===== src/rtl/fbal_pkg.sv =====
// ----------------------------------------------------------------------------
// fbal_pkg
// Shared types, constants and saturating helpers for the flow balance block.
// ----------------------------------------------------------------------------
package fbal_pkg;

    localparam int FRAC_BITS       = 16;
    localparam int NODE_COUNT_BITS = 16;
    localparam int SUM_BITS        = 32 + NODE_COUNT_BITS;
    localparam int NSUM            = 7;
    localparam int IDX_W           = 3;
    localparam int DIV_W           = 64 + FRAC_BITS;
    localparam int DIV_CNT_W       = $clog2(DIV_W + 1);
    localparam int ACC_W           = 32 + 16 + 25;
    localparam int CFG_IDX_W       = 1;

    typedef enum logic [2:0] {
        ACT_JUNC   = 3'd0,
        ACT_TANK   = 3'd1,
        ACT_CLOSE  = 3'd2,
        ACT_FINISH = 3'd3,
        ACT_START  = 3'd4
    } t_action;

    localparam logic [IDX_W-1:0] S_IN   = 3'd0;
    localparam logic [IDX_W-1:0] S_OUT  = 3'd1;
    localparam logic [IDX_W-1:0] S_CONS = 3'd2;
    localparam logic [IDX_W-1:0] S_EMIT = 3'd3;
    localparam logic [IDX_W-1:0] S_LEAK = 3'd4;
    localparam logic [IDX_W-1:0] S_DEF  = 3'd5;
    localparam logic [IDX_W-1:0] S_STOR = 3'd6;

    localparam logic [CFG_IDX_W-1:0] CFG_PDA = 1'b0;
    localparam logic [CFG_IDX_W-1:0] CFG_DUR = 1'b1;

    localparam logic RK_PERIOD = 1'b0;
    localparam logic RK_RUN    = 1'b1;

    typedef enum logic [3:0] {
        ST_IDLE,
        ST_JUNC,
        ST_CL_DIV,
        ST_CL_WAIT,
        ST_CL_LO,
        ST_CL_HI,
        ST_CL_ACC,
        ST_FN_DIV,
        ST_FN_WAIT,
        ST_FN_BAL,
        ST_FN_RDIV,
        ST_FN_RWAIT,
        ST_DONE
    } t_state;

    function automatic logic signed [63:0] add64(input logic signed [63:0] a,
                                                 input logic signed [63:0] b);
        logic signed [64:0] s;
        s = {a[63], a} + {b[63], b};
        if (s[64] != s[63]) begin
            add64 = s[64] ? {1'b1, 63'd0} : {1'b0, {63{1'b1}}};
        end else begin
            add64 = s[63:0];
        end
    endfunction

    function automatic logic [31:0] sat32(input logic signed [63:0] v);
        if (!v[63] && v[62:31] != 32'd0) begin
            sat32 = 32'h7FFF_FFFF;
        end else if (v[63] && v[62:31] != {32{1'b1}}) begin
            sat32 = 32'h8000_0000;
        end else begin
            sat32 = v[31:0];
        end
    endfunction

    function automatic logic [31:0] satq(input logic [DIV_W-1:0] q);
        satq = (q[DIV_W-1:32] != '0) ? 32'hFFFF_FFFF : q[31:0];
    endfunction

endpackage


===== src/rtl/fbal_div.sv =====
// ----------------------------------------------------------------------------
// fbal_div
// Restoring divider, one quotient bit per cycle, unsigned operands.
// ----------------------------------------------------------------------------
module fbal_div
    import fbal_pkg::*;
(
    input  logic             i_clk,
    input  logic             i_rst_n,
    input  logic             i_start,
    input  logic [DIV_W-1:0] i_dividend,
    input  logic [63:0]      i_divisor,
    output logic             o_done,
    output logic [DIV_W-1:0] o_quotient
);

    logic [DIV_CNT_W-1:0] r_cnt;
    logic                 r_busy;
    logic                 r_done;
    logic [63:0]          r_rem;
    logic [DIV_W-1:0]     r_quo;
    logic [63:0]          r_div;
    logic [64:0]          rem_sh;
    logic                 ge;
    logic [64:0]          rem_sub;

    assign rem_sh  = {r_rem, r_quo[DIV_W-1]};
    assign ge      = rem_sh >= {1'b0, r_div};
    assign rem_sub = rem_sh - {1'b0, r_div};

    always_ff @(posedge i_clk) begin
        if (!i_rst_n) begin
            r_busy <= 1'b0;
            r_done <= 1'b0;
            r_cnt  <= '0;
        end else begin
            r_done <= 1'b0;
            if (i_start) begin
                r_busy <= 1'b1;
                r_cnt  <= DIV_CNT_W'(DIV_W);
                r_rem  <= '0;
                r_quo  <= i_dividend;
                r_div  <= i_divisor;
            end else if (r_busy) begin
                // shift in next dividend bit, subtract when it fits
                r_rem <= ge ? rem_sub[63:0] : rem_sh[63:0];
                r_quo <= {r_quo[DIV_W-2:0], ge};
                r_cnt <= r_cnt - 1'b1;
                if (r_cnt == DIV_CNT_W'(1)) begin
                    r_busy <= 1'b0;
                    r_done <= 1'b1;
                end
            end
        end
    end

    assign o_done     = r_done;
    assign o_quotient = r_quo;

endmodule


===== config.mk =====
export PLATFORM = sky130hd
export DESIGN_NAME = fbal_div
export DESIGN_NICKNAME = d
export VERILOG_FILES = /design/src/rtl/fbal_pkg.sv /design/src/rtl/fbal_div.sv
export SDC_FILE = /design/constraint.sdc
export NUM_CORES = 1
export LEC_CHECK = 0
export ABC_AREA = 1
export BUFFER_PORTS_ARGS = -buffer_cell sky130_fd_sc_hd__buf_2
export CAP_MARGIN = 10
export CORE_MARGIN = 2
export CORE_UTILIZATION = 30
export DETAILED_ROUTE_END_ITERATION = 6
export PLACE_DENSITY_LB_ADDON = 0.08
export SKIP_CTS_REPAIR_TIMING = 1
export SYNTH_ARGS = -nofsm -noshare
export SYNTH_HDL_FRONTEND = slang
export SYNTH_SLANG_ARGS = --single-unit

===== constraint.sdc =====
create_clock -name i_clk -period 4.6 [get_ports i_clk]
set_clock_uncertainty 0.2 [all_clocks]
set_input_delay 0.92 -clock i_clk [delete_from_list [all_inputs] [get_ports i_clk]]
set_output_delay 0.92 -clock i_clk [all_outputs]
set_load 0.02 [all_outputs]

==> results.sh, run 1 <==
export IMPL_hpwl_um=39540
export IMPL_cp_end_kind="flop"
export IMPL_synth_top_area_share_pct=40.78
export IMPL_grt_usage_pct=19.06
export IMPL_cts_buffer_depth=3
export IMPL_maxSlewViolCount=0
export IMPL_clock_fmax_mhz=309.0
export IMPL_postSynthCellCount=2238
export IMPL_hold_ws_ns=0.2906
export IMPL_cts_buffers=28
export IMPL_dieArea_um2=52880
export IMPL_required_ns=4.73
export IMPL_max_slew_margin_pct=40.41
export IMPL_grt_max_degree=101
export IMPL_synth_async_sr_flop_share_pct=0
export IMPL_crit_fanout=50
export IMPL_irDropWorstVdd_uv=284.3
export IMPL_synth_area_leader_cell="edfxtp_1"
export IMPL_firstDrtPassIters=5
export IMPL_hold_class="reg -> reg"
export IMPL_antenna_found_initial=6
export IMPL_cts_tree="yes"
export IMPL_netlist_top_cells_area="edfxtp_1 41%, nand2_1 24%, inv_1 10%"
export IMPL_critPathLaunchType="flop"
export IMPL_p_leak_nw=9.750
export IMPL_grt_pass1_wl_um=79180
export IMPL_drive_above_1_share_pct=12.27
export IMPL_syn_to_final_growth_pct=17.99
export IMPL_h_tree_depth=1
export IMPL_place_congestion=0.9394
export IMPL_outcome="complete, no violations"
export IMPL_port_buffer_count=227
export IMPL_powerDensity_nw_per_um2=389.4
export IMPL_cp_arrival_ns=3.37
export IMPL_core_um2=50270
export IMPL_clock_latency_ns=0.59
export IMPL_clkTransAtPathRegs_ns=0.06
export IMPL_yosysSeqAreaShare_pct=41.95
export IMPL_crit_type="reg -> reg"
export IMPL_cts_sinks=217
export IMPL_routed_via_density=4.389
export IMPL_die_w_um=230.0
export IMPL_vias=13840
export IMPL_yosysWarnings=0
export IMPL_drt_iter0_drc=856
export IMPL_synth_avg_cell_area_um2=6.844
export IMPL_final_net_count=2675
export IMPL_totalWireLength_um=50700
export IMPL_ys_types=37
export IMPL_fin_crit_sh_pct=70.35
export IMPL_tightest_slew_ns=0.8939
export IMPL_synth_net_count=2452
export IMPL_maxCapViolCount=0
export IMPL_rsz0062_at_grt="no"
export IMPL_final_hold_violation_count=0
export IMPL_period_minus_slack_ns=3.236
export IMPL_routedWlPerCell_um=16.08
export IMPL_netlist_area_um2=15320
export IMPL_timing_setup_tns_ns=0
export IMPL_synth_seq_cells=217
export IMPL_synth_main_ff_cell="edfxtp_1"
export IMPL_row_count=82
export IMPL_fp_dieH_um=230.0
export IMPL_setup_violations=0
export IMPL_drcViolationCount=0
export IMPL_clockRootBuffer="clkbuf_16"
export IMPL_io_pins=228
export IMPL_start_util_pct=30.47
export IMPL_grt_pass1_vias=14012
export IMPL_grt_overflow=0
export IMPL_synth_edf_count=208
export IMPL_ant_nets=0
-- Yosys cell counts, types with 3 or more instances --
| cell type | instances |
|---|---|
| a21oi_1 | 45 |
| and2_1 | 4 |
| buf_1 | 5 |
| buf_2 | 16 |
| buf_6 | 3 |
| clkbuf_1 | 20 |
| dfxtp_1 | 9 |
| edfxtp_1 | 208 |
| ha_1 | 66 |
| inv_1 | 421 |
| inv_2 | 11 |
| nand2_1 | 970 |
| nand2_2 | 4 |
| nand3_1 | 65 |
| nand3b_1 | 55 |
| nand4_1 | 10 |
| nor2_1 | 247 |
| nor2_2 | 8 |
| nor3_1 | 10 |
| nor4_1 | 3 |
| o21ai_0 | 7 |
| xor2_1 | 32 |
-- sequential cells by signal (all words and copies together), names as in the netlist --
register / count
o_quotient: 80
r_div: 64
r_rem: 64
r_cnt: 7
o_done: 1
r_busy: 1
-- layer usage --
metal	global-route usage (%)	share of wire (%)	up-vias
met5	0	0.097	-
met4	5.242	3.0	8
met3	4.241	6.6	73
met2	30.17	43	370
met1	26.13	47	6161
li1	-	-	7228
-- layout make-up --
class                   instances  area, um^2
fillers                      5633       32200
multi-input cells            1543        7071
flip-flops and latches        217        6426
inverters                     434        1632
repair buffers                237        1236
well taps                     672       840.8
clock buffers                  35       726.9
clock inverters                11       130.1
diodes                          4       10.01
-- worst paths after layout --
kind         startpoint   endpoint  slack [ns]  cells past startpoint
min            r_cnt[3]   r_cnt[3]        0.29                      2
max            r_rem[6]  r_rem[14]        1.36                     16
min reg2reg    r_cnt[3]   r_cnt[3]        0.29                      2
max reg2reg    r_rem[6]  r_rem[14]        1.36                     16
-- report_power, final --
| part | internal (mW) | leakage, nW | switching [mW] | total (mW) |
|---|---|---|---|---|
| clock network | 1.22 | 0.409 | 0.899 | 2.12 |
| registers | 2.44 | 2.09 | 0.101 | 2.54 |
| logic | 0.751 | 7.25 | 1.63 | 2.38 |
| total | 4.41 | 9.75 | 2.63 | 7.04 |
-- cells by family after synthesis --
kind of cell	share of synthesized area, %
flops	41.95
simple gates	36.67
compound gates	1.977
buf+inv	11.99
xor+xnor	1.887
fa+ha+maj	5.522
-- metrics by stage --
step	utilization (%)	power (mW)	cell area [um^2]	instances	worst slack, ns
floorplan	-	4.209	15320	2238	1.036
global placement	34.22	4.966	17210	3103	1.322
detailed placement	34.22	4.964	17210	3103	1.329
CTS	35.93	7.138	18060	3149	1.338
global route	35.93	7.534	18060	3149	1.098
finish	35.95	7.038	18070	3153	1.364
-- cell usage in the layout (no fill, tap or decap), drive strengths merged, types with 10 or more instances in the layout --
cell	instances
buf	237
edfxtp	208
a21oi	46
nor2	256
inv	433
nand2	976
ha	66
nand3b	55
nand4	10
nor3	11
nand3	66
xor2	32
clkbuf	35
-- worst max-delay path: stages, from the launching register on --
cell,delay [ns]
edfxtp_1,0.39
ha_1,0.36
nand2_1,0.16
inv_2,0.04
nand2_1,0.06
nand2_1,0.10
inv_2,0.07
nand3_2,0.14
nand2_1,0.11
nand2_2,0.13
nand2_2,0.13
nand2_2,0.10
nand2_4,0.08
buf_4,0.53
nand3b_1,0.16
nand2_1,0.09
nor2_1,0.04
Power figures use the tool's default switching activity.
==> inputs of run 2 (changes only) <==
clock period = 3.2 ns   (was 4.6 ns; I/O delays follow)
==> run 2 against run 1 <==
Effect of this change:
- via count up 2.4%
- non-clock buffer count up 43
- final cell count up 1.3%
- largest power group unchanged
- global-route usage up 0.74 points
- critical path type unchanged
- highest routed layer unchanged
- die area unchanged
==> results.sh, run 2 (synthesized netlist as in run 1, its figures left out) <==
export IMPL_outcome="complete, no violations"
export IMPL_drcViolationCount=0
export IMPL_port_buffer_count=227
export IMPL_firstDrtPassIters=6
export IMPL_grt_overflow=0
export IMPL_p_comb_share_pct=34.2
export IMPL_final_net_count=2718
export IMPL_clock_fmax_mhz=332.7
export IMPL_final_hold_violation_count=0
export IMPL_cts_sinks=217
export IMPL_layout_cells_most_common="nand2_1"
export IMPL_vias=14168
export IMPL_largest_reg_flops=80
export IMPL_core_um2=50270
export IMPL_hold_class="in -> reg"
export IMPL_fin_crit_sh_pct=93.92
export IMPL_cts_buffer_depth=3
export IMPL_crit_fanout=29
export IMPL_cp_arrival_ns=3.11
export IMPL_antenna_found_initial=2
export IMPL_num_antenna_cells=0
export IMPL_totalWireLength_um=52920
export IMPL_grt_usage_pct=19.80
export IMPL_die_w_um=230.0
export IMPL_h_tree_depth=1
export IMPL_dieArea_um2=52880
export IMPL_reg2reg_slack_ns=0.19
export IMPL_routedWlPerCell_um=16.56
export IMPL_drt_iter0_drc=892
export IMPL_required_ns=3.31
export IMPL_cts_buffers=28
export IMPL_syn_to_final_growth_pct=21.63
export IMPL_most_common_layout_cells="969 x nand2_1, 420 x inv_1, 247 x nor2_1"
export IMPL_stdcell_count=3195
export IMPL_timing_setup_tns_ns=0
export IMPL_routed_via_density=4.434
export IMPL_crit_type="reg -> reg"
export IMPL_tightest_slew_ns=0.8962
export IMPL_row_count=82
export IMPL_grt_pass1_wl_um=81240
export IMPL_drive_above_1_share_pct=13.00
export IMPL_grt_max_degree=85
export IMPL_irDropWorstVdd_uv=425.0
export IMPL_hpwl_um=41820
export IMPL_max_slew_margin_pct=40.26
export IMPL_final_core_util_pct=37.06
export IMPL_cp_end_kind="flop"
export IMPL_period_minus_slack_ns=3.005
export IMPL_switchingPower_mw=3.881
export IMPL_io_pins=228
export IMPL_dpl_cell_count=3117
export IMPL_maxSlewViolCount=0
export IMPL_seqPwrFrac_pct=34.8
export IMPL_fp_dieH_um=230.0
export IMPL_place_congestion=0.9707
export IMPL_start_util_pct=30.47
export IMPL_maxCapViolCount=0
export IMPL_powerDensity_nw_per_um2=562.0
export IMPL_critPathLaunchType="flop"
export IMPL_clock_latency_ns=0.60
export IMPL_clockRootBuffer="clkbuf_16"
export IMPL_grt_pass1_vias=14129
export IMPL_cts_tree="yes"
export IMPL_rsz0062_at_grt="no"
export IMPL_setup_violations=0
export IMPL_ant_nets=0
export IMPL_clkPwrFrac_pct=30.9
export IMPL_p_leak_nw=10.02
export IMPL_switching_share_pct=37.07
export IMPL_internal_power_mw=6.590
export IMPL_clkTransAtPathRegs_ns=0.06
## run 2: cell types whose count changed in the layout (fill, tap and decap cells not counted), sizes merged, moves of 4 or more
cell,change
diode,-4
buf,+14
clkbuf,+4
dlygate4sd3,+29
## run 2: critical path, stage by stage (launching register included)
cell      delay, ns
edfxtp_1       0.39
ha_1           0.45
nand2_1        0.19
nor2_1         0.22
inv_1          0.08
nor2_2         0.25
nand3_1        0.11
inv_1          0.06
nand2_1        0.05
nand3_1        0.11
nor2_4         0.07
nand2_4        0.09
inv_2          0.07
buf_12         0.16
nor2_1         0.13
nor2_1         0.06
## run 2: final timing paths
check	to	cells past startpoint	from
worst max-delay path	r_rem[13]	15	r_rem[49]
worst min-delay path	r_div[2]	1	i_divisor[2]
worst max register to register	r_rem[13]	15	r_rem[49]
worst min register to register	r_cnt[3]	2	r_cnt[3]
## run 2: stage by stage
stage	hold WS [ns]	setup slack (ns)	cell area, um^2	power, mW
3_3_place_gp	0.2722	-0.02814	17370	7.283
4_1_cts	-0.03876	-0.06874	18320	10.60
6_report	0.03121	0.1947	18630	10.47
5_1_grt	0.007451	0.002528	18630	11.21
3_5_place_dp	0.2783	-0.004843	17370	7.269
2_1_floorplan	0.2574	0.3687	15320	6.045
## run 2: per-layer routing
metal	up-vias	track usage [%]	wire length [um]
li1	7315	-	-
met1	6378	26.91	24880
met2	382	31.47	23020
met3	89	4.167	3283
met4	4	6.129	1722
met5	-	0	21
## run 2: final cells by class
class                   count  area (um^2)
multi-input cells        1543         7074
fillers                  5596        31640
inverters                 434         1632
clock buffers              39        844.6
well taps                 672        840.8
repair buffers            280         1707
flip-flops and latches    217         6426
clock inverters            10        106.4
## run 2: power by group through the flow
stage / Clock, mW / Combinational, mW / Sequential (mW)
detailed placement: 0 / 3.57 / 3.70
CTS: 3.37 / 3.59 / 3.65
global route: 3.47 / 4.05 / 3.68
floorplan: 0 / 2.27 / 3.78
finish: 3.24 / 3.59 / 3.65
global placement: 0 / 3.58 / 3.70
==> inputs of run 3 (changes only) <==
PLACE_DENSITY_LB_ADDON = 0.05   (was 0.08)
==> run 3 against run 2 <==
Effect of this change:
- wire length fell by 2.3%
- sequential share of layout area up 0.37 points
- global-route usage fell by 0.34 points
- register-to-register slack lost 0.06 ns
- non-clock buffer count decreased by 16
- sequential cell count is the same
- critical path depth fell by 2
- first-iteration DRC count fell by 20%
- final cell count shrank 0.41%
- cell area is 1.1% lower
==> results.sh, run 3 (synthesized netlist as in run 1, its figures left out) <==
export IMPL_crit_fanout=3
export IMPL_h_tree_depth=1
export IMPL_grt_max_degree=82
export IMPL_cts_tree="yes"
export IMPL_cp_cell_sequence="inv_1 > ha_1 > fa_1 > inv_1 > nand2_1 > nand3_1 > nand3_1 > nand3_1 > nand3_1 > nand3_1 > nand2_1 > nor2_1 > nor2_1"
export IMPL_drive_above_1_share_pct=12.84
export IMPL_syn_to_final_growth_pct=20.34
export IMPL_min_path_cells=1
export IMPL_core_um2=50270
export IMPL_port_buffer_count=227
export IMPL_tightest_slew_ns=0.7191
export IMPL_cts_sinks=217
export IMPL_period_minus_slack_ns=3.065
export IMPL_rsz0062_at_grt="no"
export IMPL_crit_family="simple AND/OR/NAND/NOR gates"
export IMPL_final_hold_violation_count=0
export IMPL_p_leak_nw=9.936
export IMPL_grt_pass1_vias=13945
export IMPL_routedWlPerCell_um=16.24
export IMPL_most_common_layout_cells="968 x nand2_1, 420 x inv_1, 247 x nor2_1"
export IMPL_critPathMaxStageDelay_ns=0.42
export IMPL_hold_start="i_divisor[46]"
export IMPL_maxSlewViolCount=0
export IMPL_timing_setup_tns_ns=0
export IMPL_cp_arrival_ns=3.21
export IMPL_layout_cells_most_common="nand2_1"
export IMPL_irDropWorstVdd_uv=402.5
export IMPL_timing_rr_end="r_rem[54]"
export IMPL_largest_reg_flops=80
export IMPL_final_net_count=2702
export IMPL_firstDrtPassIters=5
export IMPL_row_count=82
export IMPL_antenna_found_initial=5
export IMPL_crit_type="reg -> reg"
export IMPL_worstHoldEndpoint="r_div[46]"
export IMPL_drt_iter0_drc=716
export IMPL_power_total_mw=10.29
export IMPL_critPathLaunchType="flop"
export IMPL_required_ns=3.34
export IMPL_ant_nets=0
export IMPL_drcViolationCount=0
export IMPL_clockRootBuffer="clkbuf_16"
export IMPL_dpl_cell_count=3116
export IMPL_vias=13944
export IMPL_reg2reg_slack_ns=0.14
export IMPL_grt_overflow=0
export IMPL_fin_crit_sh_pct=95.78
export IMPL_totalWireLength_um=51690
export IMPL_rr_startpoint="o_quotient[79]"
export IMPL_hpwl_um=40850
export IMPL_cts_buffers=28
export IMPL_cts_buffer_depth=3
export IMPL_dieArea_um2=52880
export IMPL_critical_path_most_common_cell="nand3_1"
export IMPL_fp_dieH_um=230.0
export IMPL_hold_class="in -> reg"
export IMPL_cp_buffers_inverters=2
export IMPL_finalInstanceArea_um2=18430
export IMPL_grt_usage_pct=19.46
export IMPL_r2r_cells=13
export IMPL_place_congestion=0.9727
export IMPL_clkTransAtPathRegs_ns=0.06
export IMPL_cp_slowest_cell="fa_1"
export IMPL_max_slew_margin_pct=52.06
export IMPL_maxCapViolCount=0
export IMPL_outcome="complete, no violations"
export IMPL_clock_fmax_mhz=326.3
export IMPL_grt_pass1_wl_um=80410
export IMPL_die_w_um=230.0
export IMPL_clock_latency_ns=0.59
export IMPL_powerDensity_nw_per_um2=558.4
export IMPL_start_util_pct=30.47
export IMPL_routed_via_density=4.382
export IMPL_placed_cell_area_um2=17380
export IMPL_final_core_util_pct=36.67
export IMPL_cp_end_kind="flop"
export IMPL_setup_violations=0
export IMPL_stdcell_count=3182
export IMPL_io_pins=228
[run 3: cell count changes in the layout (fill, tap and decap cells not counted), sizes merged]
cell,change
diode,+2
clkinv,+4
bufinv,+2
clkbuf,-4
buf,-1
dlygate4sd3,-15
clkinvlp,-1
[run 3: where the power goes]
group / leakage [nW] / total [mW] / switching (mW) / internal [mW]
Sequential: 2.09 / 3.65 / 0.143 / 3.50
Clock: 0.436 / 3.15 / 1.30 / 1.85
Combinational: 7.41 / 3.50 / 2.36 / 1.14
Total: 9.94 / 10.3 / 3.80 / 6.49
[run 3: per-layer routing]
layer  share of wire (%)  routed length (um)  GRT usage, %  up-vias
met5               0.083                  43             0        -
met4                 2.4                1240         4.415        8
met3                 6.1                3155         4.018       66
met2                  45               23280         32.16      355
met1                  46               23970         26.11     6224
li1                    -                   -             -     7291
[run 3: worst max path at each step]
stage / endpoint / startpoint / cells after the start
global placement: r_rem[59] / r_rem[41] / 12
global route: r_rem[40] / o_quotient[79] / 17
finish: r_rem[54] / o_quotient[79] / 13
detailed placement: r_rem[48] / o_quotient[79] / 17
CTS: r_rem[40] / o_quotient[79] / 17
floorplan: r_div[0] / i_start / 3
[run 3: cell type report]
cell class              count  area (um^2)
diodes                      2        5.005
well taps                 672        840.8
fillers                  5584        31840
clock inverters            15        171.4
inverters                 434         1632
multi-input cells        1543         7078
repair buffers            264         1553
clock buffers              35        726.9
flip-flops and latches    217         6426
[run 3: stage by stage]
stage               hold slack, ns  worst slack [ns]
floorplan                   0.2574            0.3687
global placement            0.2698            0.2329
detailed placement          0.2921            0.2189
CTS                       -0.01867            0.1913
global route             0.0001665          0.003304
finish                     0.03056            0.1350
